<file path="src/hw/rtl/cnv3_pkg.sv">
// Shared types and constants for the 3x3 multichannel convolution block.
// No dependencies; imported by the controller, the datapath and the top level.
`default_nettype none
package cnv3_pkg;

  localparam int DEF_MAX_WIDTH        = 64;
  localparam int DEF_MAX_HEIGHT       = 64;
  localparam int DEF_MAX_IN_CHANNELS  = 16;
  localparam int DEF_MAX_OUT_CHANNELS = 16;

  localparam int TAPS     = 9;
  localparam int TAP_W    = 4;
  localparam int SAMPLE_W = 16;
  localparam int ACC_W    = 48;

  // configuration port
  localparam int CFG_IW = 2;
  localparam int CFG_DW = 7;
  localparam logic [CFG_IW-1:0] CFG_WIDTH  = 2'd0;
  localparam logic [CFG_IW-1:0] CFG_HEIGHT = 2'd1;
  localparam logic [CFG_IW-1:0] CFG_IN_CH  = 2'd2;
  localparam logic [CFG_IW-1:0] CFG_OUT_CH = 2'd3;

  // input commands, carried in tuser
  localparam int CMD_W = 2;
  localparam logic [CMD_W-1:0] CMD_WEIGHT = 2'd0;
  localparam logic [CMD_W-1:0] CMD_PIXEL  = 2'd1;
  localparam logic [CMD_W-1:0] CMD_READ   = 2'd2;
  localparam logic [CMD_W-1:0] CMD_IGNORE = 2'd3;

  // controller to datapath
  typedef struct packed {
    logic wt_write;   // store weight at the load pointer
    logic px_start;   // latch pixel, restart frame if needed
    logic clr;        // write zero at the clear pointer
    logic win_shift;  // shift window, update line buffer, set up bases
    logic tap;        // issue one tap of the dot product
    logic acc_wr;     // accumulate into the store, step output channel
    logic pos_adv;    // advance pixel position
    logic rd_dummy;   // frame incomplete: return a status-only result
    logic rd_issue;   // read accumulator at the read pointer
    logic rd_out;     // load accumulator data into the output register
  } cmd_t;

  // datapath to controller
  typedef struct packed {
    logic first_px;
    logic clr_last;
    logic win_ok;
    logic tap_last;
    logic och_last;
    logic frame_done;
    logic out_free;
    logic cfg_busy;   // derived sizes still settling after a config write
  } status_t;

endpackage
`default_nettype wire

</file>
<file path="src/hw/rtl/cnv3_ctrl.sv">
// Sequencer for the convolution block: accepts commands and steps the datapath.
// Depends on cnv3_pkg.
`default_nettype none
module cnv3_ctrl (
  input  wire logic                        clk_i,
  input  wire logic                        rst_ni,
  input  wire logic                        in_valid_i,
  input  wire logic [cnv3_pkg::CMD_W-1:0]  in_cmd_i,
  output logic                             in_ready_o,
  input  cnv3_pkg::status_t                stat_i,
  output cnv3_pkg::cmd_t                   cmd_o
);
  import cnv3_pkg::*;

  localparam logic [3:0] ST_IDLE  = 4'd0;
  localparam logic [3:0] ST_CLEAR = 4'd1;
  localparam logic [3:0] ST_LBRD  = 4'd2;
  localparam logic [3:0] ST_LBWR  = 4'd3;
  localparam logic [3:0] ST_TAP   = 4'd4;
  localparam logic [3:0] ST_D1    = 4'd5;
  localparam logic [3:0] ST_D2    = 4'd6;
  localparam logic [3:0] ST_ACCWR = 4'd7;
  localparam logic [3:0] ST_ADV   = 4'd8;
  localparam logic [3:0] ST_RDOUT = 4'd9;

  logic [3:0] state_q, state_d;
  logic       accept;

  // a read needs the output register to be free when its data arrives
  assign in_ready_o = (state_q == ST_IDLE) && !stat_i.cfg_busy &&
                      ((in_cmd_i != CMD_READ) || stat_i.out_free);
  assign accept     = in_valid_i && in_ready_o;

  always_comb begin
    state_d = state_q;
    cmd_o   = '0;
    unique case (state_q)
      ST_IDLE: begin
        if (accept) begin
          case (in_cmd_i)
            CMD_WEIGHT: cmd_o.wt_write = 1'b1;
            CMD_PIXEL: begin
              cmd_o.px_start = 1'b1;
              state_d = stat_i.first_px ? ST_CLEAR : ST_LBRD;
            end
            CMD_READ: begin
              if (stat_i.frame_done) begin
                cmd_o.rd_issue = 1'b1;
                state_d = ST_RDOUT;
              end else begin
                cmd_o.rd_dummy = 1'b1;
              end
            end
            default: ;
          endcase
        end
      end
      ST_CLEAR: begin
        cmd_o.clr = 1'b1;
        if (stat_i.clr_last) state_d = ST_LBRD;
      end
      ST_LBRD: state_d = ST_LBWR;
      ST_LBWR: begin
        cmd_o.win_shift = 1'b1;
        state_d = stat_i.win_ok ? ST_TAP : ST_ADV;
      end
      ST_TAP: begin
        cmd_o.tap = 1'b1;
        if (stat_i.tap_last) state_d = ST_D1;
      end
      ST_D1: state_d = ST_D2;
      ST_D2: state_d = ST_ACCWR;
      ST_ACCWR: begin
        cmd_o.acc_wr = 1'b1;
        state_d = stat_i.och_last ? ST_ADV : ST_TAP;
      end
      ST_ADV: begin
        cmd_o.pos_adv = 1'b1;
        state_d = ST_IDLE;
      end
      ST_RDOUT: begin
        cmd_o.rd_out = 1'b1;
        state_d = ST_IDLE;
      end
      default: state_d = ST_IDLE;
    endcase
  end

  always_ff @(posedge clk_i or negedge rst_ni) begin
    if (!rst_ni) begin
      state_q <= ST_IDLE;
    end else begin
      state_q <= state_d;
    end
  end

endmodule
`default_nettype wire

</file>
<file path="config.mk">
export PLATFORM = sky130hd
export DESIGN_NAME = cnv3_ctrl
export DESIGN_NICKNAME = d
export VERILOG_FILES = /design/src/hw/rtl/cnv3_pkg.sv /design/src/hw/rtl/cnv3_ctrl.sv
export SDC_FILE = /design/constraint.sdc
export NUM_CORES = 1
export LEC_CHECK = 0
export BUFFER_PORTS_ARGS = -buffer_cell sky130_fd_sc_hd__buf_2
export CORE_AREA = 2 2 39 41
export CTS_CLUSTER_SIZE = 10
export DETAILED_ROUTE_END_ITERATION = 8
export DIE_AREA = 0 0 41 43
export PLACE_DENSITY = 0.69
export SLEW_MARGIN = 20
export SYNTH_ARGS = -nofsm -noshare
export SYNTH_HDL_FRONTEND = slang
export SYNTH_SLANG_ARGS = --single-unit
</file>
<file path="constraint.sdc">
create_clock -name clk_i -period 1.6 [get_ports clk_i]
set_input_delay 0.32 -clock clk_i [delete_from_list [all_inputs] [get_ports clk_i]]
set_output_delay 0.32 -clock clk_i [all_outputs]
set_load 0.1 [all_outputs]
</file>
==> results of run 1 <==
[kinds of logic (layout without fill, tap and decap cells)]
group	count (synthesis)	in the layout	synth area share [%]
flops	4	4	25.8
buf+inv	10	49	12.9
compound gates	9	9	16.1
simple gates	31	31	45.2
[report_power, final]
| group | leakage, nW | switching, mW | total [mW] | internal (mW) |
|---|---|---|---|---|
| logic | 0.364 | 0.894 | 1.55 | 0.652 |
| clock network | 0.0138 | 0.0409 | 0.125 | 0.0838 |
| registers | 0.0507 | 0.0563 | 0.203 | 0.147 |
| total | 0.429 | 0.991 | 1.87 | 0.883 |
[cell usage in the layout, fill, tap and decap left out]
master and count:
nor2b_4 1, a32o_1 1, nand3_2 1, o21ai_0 1, o41ai_1 1, o211ai_1 1, inv_1 4, nor2_4 3
a21oi_1 1, nand2_4 3, a211oi_4 1, dlygate4sd3_1 1, dfrtp_1 4, inv_4 2, buf_6 6, nor4_1 1
nand2b_4 1, nor3_4 7, nand4_1 1, nand3b_1 1, buf_12 11, nand2_2 1, clkbuf_4 3, nor2_1 3
nand2_1 3, and4_1 1, nor2b_1 1, nor4_4 1, nor3_1 2, buf_2 12, buf_4 10, a31oi_1 3
[per-layer routing]
| layer | track usage [%] | part of all wire [%] |
|---|---|---|
| met2 | 30.3 | 54 |
| met3 | 5.24 | 5.9 |
| met4 | 15.3 | 2.1 |
| met1 | 20.6 | 38 |
| met5 | 0 | 0 |
[how the worst max path moves through the flow]
| stage | slack, ps | end | start |
|---|---|---|---|
| after floorplan | -490 | cmd_o[1] | state_q[1] |
| after global routing | -360 | cmd_o[2] | state_q[3] |
| final | -260 | cmd_o[1] | state_q[1] |
| after global placement | -60 | cmd_o[1] | state_q[2] |
| after detailed placement | -100 | cmd_o[1] | state_q[2] |
| after CTS | -300 | cmd_o[1] | state_q[3] |
[area by class of cell]
type / count / area (sq um) / share of cell area [%]
repair buffers: 40 / 433 / 43.6
well taps: 16 / 20.0 / 2.02
flip-flops and latches: 4 / 100 / 10.1
multi-input cells: 40 / 389 / 39.2
clock buffers: 3 / 22.5 / 2.27
inverters: 6 / 27.5 / 2.77
[stage by stage]
stage	area, sq um	instances
5_1_grt	992	109
4_1_cts	973	108
6_report	992	109
2_1_floorplan	519	54
3_3_place_gp	852	98
3_5_place_dp	852	98
[critical path, delay by kind of cell (launching register included)]
family        cells  cell delay [ps]
simple gates      3              700
buf+inv           1              200
flops             1              410
[repair_timing]
action | 4_1_cts | 5_1_grt
setup buffers | 7 | 2
endpoints found under the setup margin | 11 | 10
hold endpoints to repair | 4 | 0
hold buffers | 1 | 0
pin swaps | 9 | 2
resized for setup | 13 | 3
==> run metrics, run 1 <==
status=finished, violations left; failing checks=setup timing; die area=1760 sq um; post-DP HPWL=1050 microns; Synth Flop Type=dfrtp_1; Period minus WS final=1860 ps; Die X-Extent=41 microns; Antenna Nets Post-Route=0; Post-synth EDFFs=0; Die Y=43 microns; synth warn=0; Regs by FF count=state_q x4; leakage power=0.429 nW; vias in the first global route=566; largest net degree at the start of global routing=7; Synth async-reset ratio=100%; WL/cell=12.7 microns; gpl congestion=0.744; Peak VDD IR=0.000939 V; Required @ worst endpoint=1280 ps; first-pass GRT wire length=2280 microns; Crit Path Category=reg2out; reg2reg setup slack=160 ps; Finish-stage setup viols=10; PD cells=1890 nW/um^2; number of DRC markers in iteration 0=11; Root Driver=clkbuf_4; total power=1.87 mW; Arr. time, crit path=1540 ps; IO Port Bufs=23; Clock Skews=5.46 ps; Mapped Area=388 sq um; hold endpoint=state_q[3]; worst hold margin=371 ps; layout cells sized above 1=67.7%; initial antenna violation count=0; gr ovfl total=0; CP Cell Sequence=nor4_4 -> nand2_2 -> nor3_4 -> buf_12; Register-to-Register Path Depth=5; total of max-cap violations=0; Unique masters post-synth=25; hold-critical path depth=3; hold path startpoint=stat_i[3]; f_max=536 MHz; Largest register FFs=4; Biggest register=state_q; synthesized flop and latch total=4; Initial Util=28.0%; area leader, netlist=dfrtp_1; RR Startpoint=state_q[1]; vias per cell=5.11; Synth area leaders=dfrtp_1 (26%), nor3_1 (12%), nand2_1 (6.8%), inv_1 (5.8%), nor2_1 (5.8%); Place WS=-105 ps; Slew Limit Fails=0; setup TNS=-1360 ps; # diodes=0; Syn Nets=67; Final WS setup=-264 ps; Clock transition at path regs=30 ps; CP Max Fanout=3; reg-to-reg endpoint=state_q[0]; Slew Limit Headroom=83.3%; Final #Nets=108; Cells after Synth=54; clock sinks=4; Clock Latency Late Sink=240 ps; count leader, synth=nor3_1; clock tree buffer depth=2; syn avg cell area=7.18 sq um; Final Util=71.7%; worst min path class=in2reg; first drt pass iteration count=4; Area Growth Syn to Fin=156%; DR vias=557; startpoint class of the critical path=flip-flop; DRC Markers=0; Final Cycle Share=117%; slowest stage delay, CP=410 ps; final hold vios=0; WL final=1390 microns; I/O pin cnt=24; CTS tree=built; Synth top cells by count=nor3_1 (9), nand2_1 (7), inv_1 (6), nor2_1 (6), dfrtp_1 (4); Synth top area share=25.8%; Fillers=113; CP Capture Type=output pin; RSZ-0062 raised after global routing=true; total track usage=19.5%; sequential area share after synthesis=25.8%; Std-Cell Rows=14; Slew @ Worst Pin=249 ps; core area=1380 sq um; CTS H-Tree Depth=1; CTS Buf Count=3; critical path's slowest cell=dfrtp_1
(Power assumes the default switching activity.)
==> run 2, diff against run 1 <==
==> constraint.sdc (replaced) <==
create_clock -name clk_i -period 2.3 [get_ports clk_i]
set_input_delay 0.23 -clock clk_i [delete_from_list [all_inputs] [get_ports clk_i]]
set_output_delay 0.23 -clock clk_i [all_outputs]
set_load 0.1 [all_outputs]
==> run 2 against run 1 <==
Compared with the run above:
- the flow now finishes without violations
- combinational power decreased by 67%
- clock skew shrank 2.9 ps
- design area down 45%
- clock-buffer cell count unchanged
- sequential cell count unchanged
- via count down 19%
- clock power down 31%
- global-route usage down 6.1 points
- die area unchanged
- hold slack worse by 89 ps
- register-to-register slack gained 770 ps
- cell count down 15%
- highest routed layer unchanged
==> run metrics, run 2 (synthesized netlist as in run 1, its figures left out) <==
status=finished clean; # diodes=0; met1 wire length=432 microns; slowest stage delay, CP=510 ps; Clock Skews=2.57 ps; Clock power frac=11.1%; core area=1380 sq um; WL/cell=10.4 microns; I/O pin cnt=24; RSZ-0062 raised after global routing=false; Arr. time, crit path=1830 ps; gr ovfl total=0; Regs by FF count=state_q x4; startpoint class of the critical path=flip-flop; total of max-cap violations=0; CP delay by family, top=simple AND/OR/NAND/NOR gates; largest net degree at the start of global routing=12; DR top layer=met4; WL final=970 microns; vias in the first global route=408; reg2reg setup slack=930 ps; hold endpoint=state_q[3]; hold path startpoint=stat_i[3]; critical path's slowest cell=dfrtp_1; PD cells=1440 nW/um^2; Met2 Routed Length=464 microns; Setup crit start=state_q[2]; Slew Limit Fails=0; first-pass GRT wire length=1530 microns; Finish-stage setup viols=0; Register-to-Register Path Depth=3; Antenna Nets Post-Route=0; RR Startpoint=state_q[2]; DRC Markers=0; total power=781 uW; Largest register FFs=4; f_max=486 MHz; Pint=291 uW; leakage power=0.267 nW; Die Y=43 microns; DR vias=451; reg-to-reg endpoint=state_q[0]; # Post-CTS Setup Buffers=0; CTS tree=built; Clock Latency Late Sink=240 ps; Period minus WS final=2060 ps; gpl congestion=0.682; Slew Limit Headroom=67.8%; CTS Hold Bufs=1; post-cts sizing count=0; clock sinks=4; die area=1760 sq um; worst path bufs/invs=1; hold-critical path depth=3; layout cells sized above 1=40.3%; Final WS setup=243 ps; Root Driver=clkbuf_4; leading cell type in the layout, fill and taps excluded=buf_2; IO Port Bufs=23; clock tree buffer depth=2; CP Cell Sequence=nor4_4 -> nand2_1 -> nor3_1 -> buf_2; Final #Nets=92; Final Util=39.2%; initial antenna violation count=0; CP Max Fanout=11; worst min path class=in2reg; CTS H-Tree Depth=1; Slew @ Worst Pin=486 ps; P_sw=490 uW; Area Growth Syn to Fin=40.0%; Peak VDD IR=0.000590 V; Biggest register=state_q; total track usage=13.4%; Final Cycle Share=89.4%; number of DRC markers in iteration 0=4; Die X-Extent=41 microns; met3 wire length=68 microns; Initial Util=28.0%; vias per cell=4.85; setup TNS=0 ps; register share of total power=24.0%; final hold vios=0; Required @ worst endpoint=2070 ps; Std-Cell Rows=14; first drt pass iteration count=4; Combinational Power Share=64.9%; CTS Buf Count=3; Place WS=485 ps; commonest cells after routing, fill and taps aside=buf_2 (23), nand2_1 (7), nor3_1 (7), inv_1 (6), nor2_1 (6); post-DP HPWL=794 microns; switch share=62.8%; Clock transition at path regs=40 ps; CP Capture Type=output pin; Crit Path Category=reg2out
==> run 2: cell type report <==
cell class | instances | area (sq um)
Tap cell | 16 | 20.0
Inverter | 6 | 22.5
Multi-Input combinational cell | 40 | 253
Timing Repair Buffer | 24 | 125
Sequential cell | 4 | 100
Clock buffer | 3 | 22.5
Fill cell | 156 | 841
==> run 2: power by group through the flow <==
stage | Combinational [mW] | Clock (mW) | Sequential, mW
5_1_grt | 0.542 | 0.0933 | 0.194
3_5_place_dp | 0.510 | 0 | 0.186
3_3_place_gp | 0.511 | 0 | 0.184
2_1_floorplan | 0.528 | 0 | 0.116
4_1_cts | 0.513 | 0.0915 | 0.186
6_report | 0.507 | 0.0865 | 0.188
==> run 2: worst reg2reg max path, cell delays in order, from the launching register on <==
cell,delay [ps]
dfrtp_1,510
nor4_4,310
a31oi_1,150
a32o_1,280
==> run 2: routing by layer <==
metal  track usage, %  up-vias
li1                 -      236
met1             15.3      193
met2             18.4       20
met3             4.71        2
met4             12.0        0
met5                0        -
==> run 2: how the worst max path moves through the flow <==
stage                     to  slack (ps)  cells past startpoint
global placement    cmd_o[1]         530                      4
CTS                 cmd_o[1]         210                      4
finish              cmd_o[1]         240                      4
floorplan           cmd_o[1]        -900                      4
detailed placement  cmd_o[1]         490                      4
global route        cmd_o[1]         130                      4
==> run 2: metrics by stage <==
step           instance area, sq um  hold WS, ps  cells
4_1_cts                         543          279     93
3_3_place_gp                    510         35.9     89
2_1_floorplan                   403        -65.6     54
5_1_grt                         543          305     93
6_report                        543          282     93
3_5_place_dp                    510         37.5     89
==> run 3, diff against run 2 <==
Settings changed: CTS_BUF_LIST from default to sky130_fd_sc_hd__clkbuf_8.
==> run 3 against run 2 <==
Compared with the run above:
- register-to-register slack hardly changed
- critical path depth stayed put
- sequential cell count stayed put
- highest routed layer unchanged
- via count is 1.3% higher
- first-iteration DRC count is 50% lower
- clock-buffer cell count stayed put
- design area is 3.5% higher
==> run metrics, run 3 (synthesized netlist as in run 1, its figures left out) <==
vias per cell=4.91; Area Growth Syn to Fin=44.8%; Die Y=43 microns; post-DP HPWL=794 microns; total track usage=13.4%; Setup crit end=cmd_o[1]; GR met1 Demand/Resource=15.3%; Largest register FFs=4; IO Port Bufs=23; GR met2 Demand/Resource=18.4%; RR Startpoint=state_q[2]; CP delay by family, top=simple AND/OR/NAND/NOR gates; reg-to-reg endpoint=state_q[0]; Slew @ Worst Pin=486 ps; worst min path class=in2reg; Clock Latency Late Sink=220 ps; leading cell type in the layout, fill and taps excluded=buf_2; first-pass GRT wire length=1530 microns; CTS Buf Count=3; Final Cycle Share=88.7%; f_max=490 MHz; CP Capture Type=output pin; gpl congestion=0.682; Required @ worst endpoint=2070 ps; leakage power=0.275 nW; layout cells sized above 1=40.3%; Peak VDD IR=0.000647 V; CTS tree=built; Regs by FF count=state_q x4; commonest cells after routing, fill and taps aside=buf_2 (23), nand2_1 (7), nor3_1 (7), inv_1 (6), nor2_1 (6); # diodes=0; Slew Limit Headroom=67.8%; slowest stage delay, CP=510 ps; number of DRC markers in iteration 0=2; Final #Nets=92; Period minus WS final=2040 ps; met3 usage=4.71%; core area=1380 sq um; I/O pin cnt=24; CP Max Fanout=11; first drt pass iteration count=4; Root Driver=clkbuf_8; Clock Skews=2.11 ps; CP Cell Sequence=nor4_4 -> nand2_1 -> nor3_1 -> buf_2; RSZ-0062 raised after global routing=false; die area=1760 sq um; critical path's slowest cell=dfrtp_1; WL final=984 microns; Std-Cell Rows=14; reg2reg setup slack=940 ps; Finish-stage setup viols=0; vias in the first global route=408; Clock transition at path regs=30 ps; Crit Path Category=reg2out; CTS H-Tree Depth=1; register area=100 sq um; Antenna Nets Post-Route=0; Final WS setup=261 ps; DRC Markers=0; Biggest register=state_q; Slew Limit Fails=0; status=finished clean; area of the multi-input gates=253 sq um; clock tree buffer depth=2; clock sinks=4; PD cells=1500 nW/um^2; WL/cell=10.6 microns; Register-to-Register Path Depth=3; DR vias=457; Initial Util=28.0%; CP Depth=4; Fillers=156; gr busiest metal=met2; startpoint class of the critical path=flip-flop; total of max-cap violations=0; largest net degree at the start of global routing=12; initial antenna violation count=0; Final Util=40.6%; Arr. time, crit path=1810 ps; final hold vios=0; Setup crit start=state_q[2]; Die X-Extent=41 microns; worst path bufs/invs=1; gr ovfl total=0; Place WS=485 ps
-- run 3: cell counts in the layout (fill, tap and decap cells not counted) --
No cell type changed its count.
-- run 3: metrics by stage --
stage	setup TNS, ps	power [mW]	instances	hold WS, ps	cell area (sq um)
finish	0	0.843	93	296	562
global route	0	0.890	93	329	562
CTS	0	0.851	93	300	562
detailed placement	0	0.695	89	37.5	510
global placement	0	0.695	89	35.9	510
floorplan	-4040	0.644	54	-65.6	403
-- run 3: worst reg2reg max path, stage by stage (launching register included) --
cell     delay, ps
dfrtp_1        510
nor4_4         310
a31oi_1        150
a32o_1         280
-- run 3: cell type report --
type                            count  area share (%)
Timing Repair Buffer               24            22.3
Inverter                            6            4.01
Clock buffer                        3            7.35
Tap cell                           16            3.56
Multi-Input combinational cell     40            45.0
Sequential cell                     4            17.8
-- run 3: worst min path at each step --
stage | start | cells after the start | to | slack [ps]
global placement | rst_ni | 1 | state_q[1] | 40
CTS | stat_i[3] | 3 | state_q[3] | 300
floorplan | rst_ni | 0 | state_q[0] | -70
detailed placement | rst_ni | 1 | state_q[1] | 40
finish | stat_i[3] | 3 | state_q[3] | 300
global route | stat_i[6] | 3 | state_q[0] | 330
-- run 3: metal layers --
| metal | share of wire [%] | vias up |
|---|---|---|
| met3 | 7.7 | 3 |
| li1 | - | 237 |
| met4 | 2.3 | 0 |
| met5 | 0 | - |
| met1 | 44 | 196 |
| met2 | 45 | 21 |
-- run 3: what timing repair did --
action / in CTS / in global routing
setup buffers: 0 / 0
endpoints found under the hold margin: 4 / 0
hold buffers: 1 / 0
resized for setup: 0 / 0
-- run 3: report_power, final --
part | internal, mW | switching (mW) | total [mW]
clock network | 0.112 | 0.0373 | 0.149
registers | 0.102 | 0.0863 | 0.188
logic | 0.131 | 0.375 | 0.506
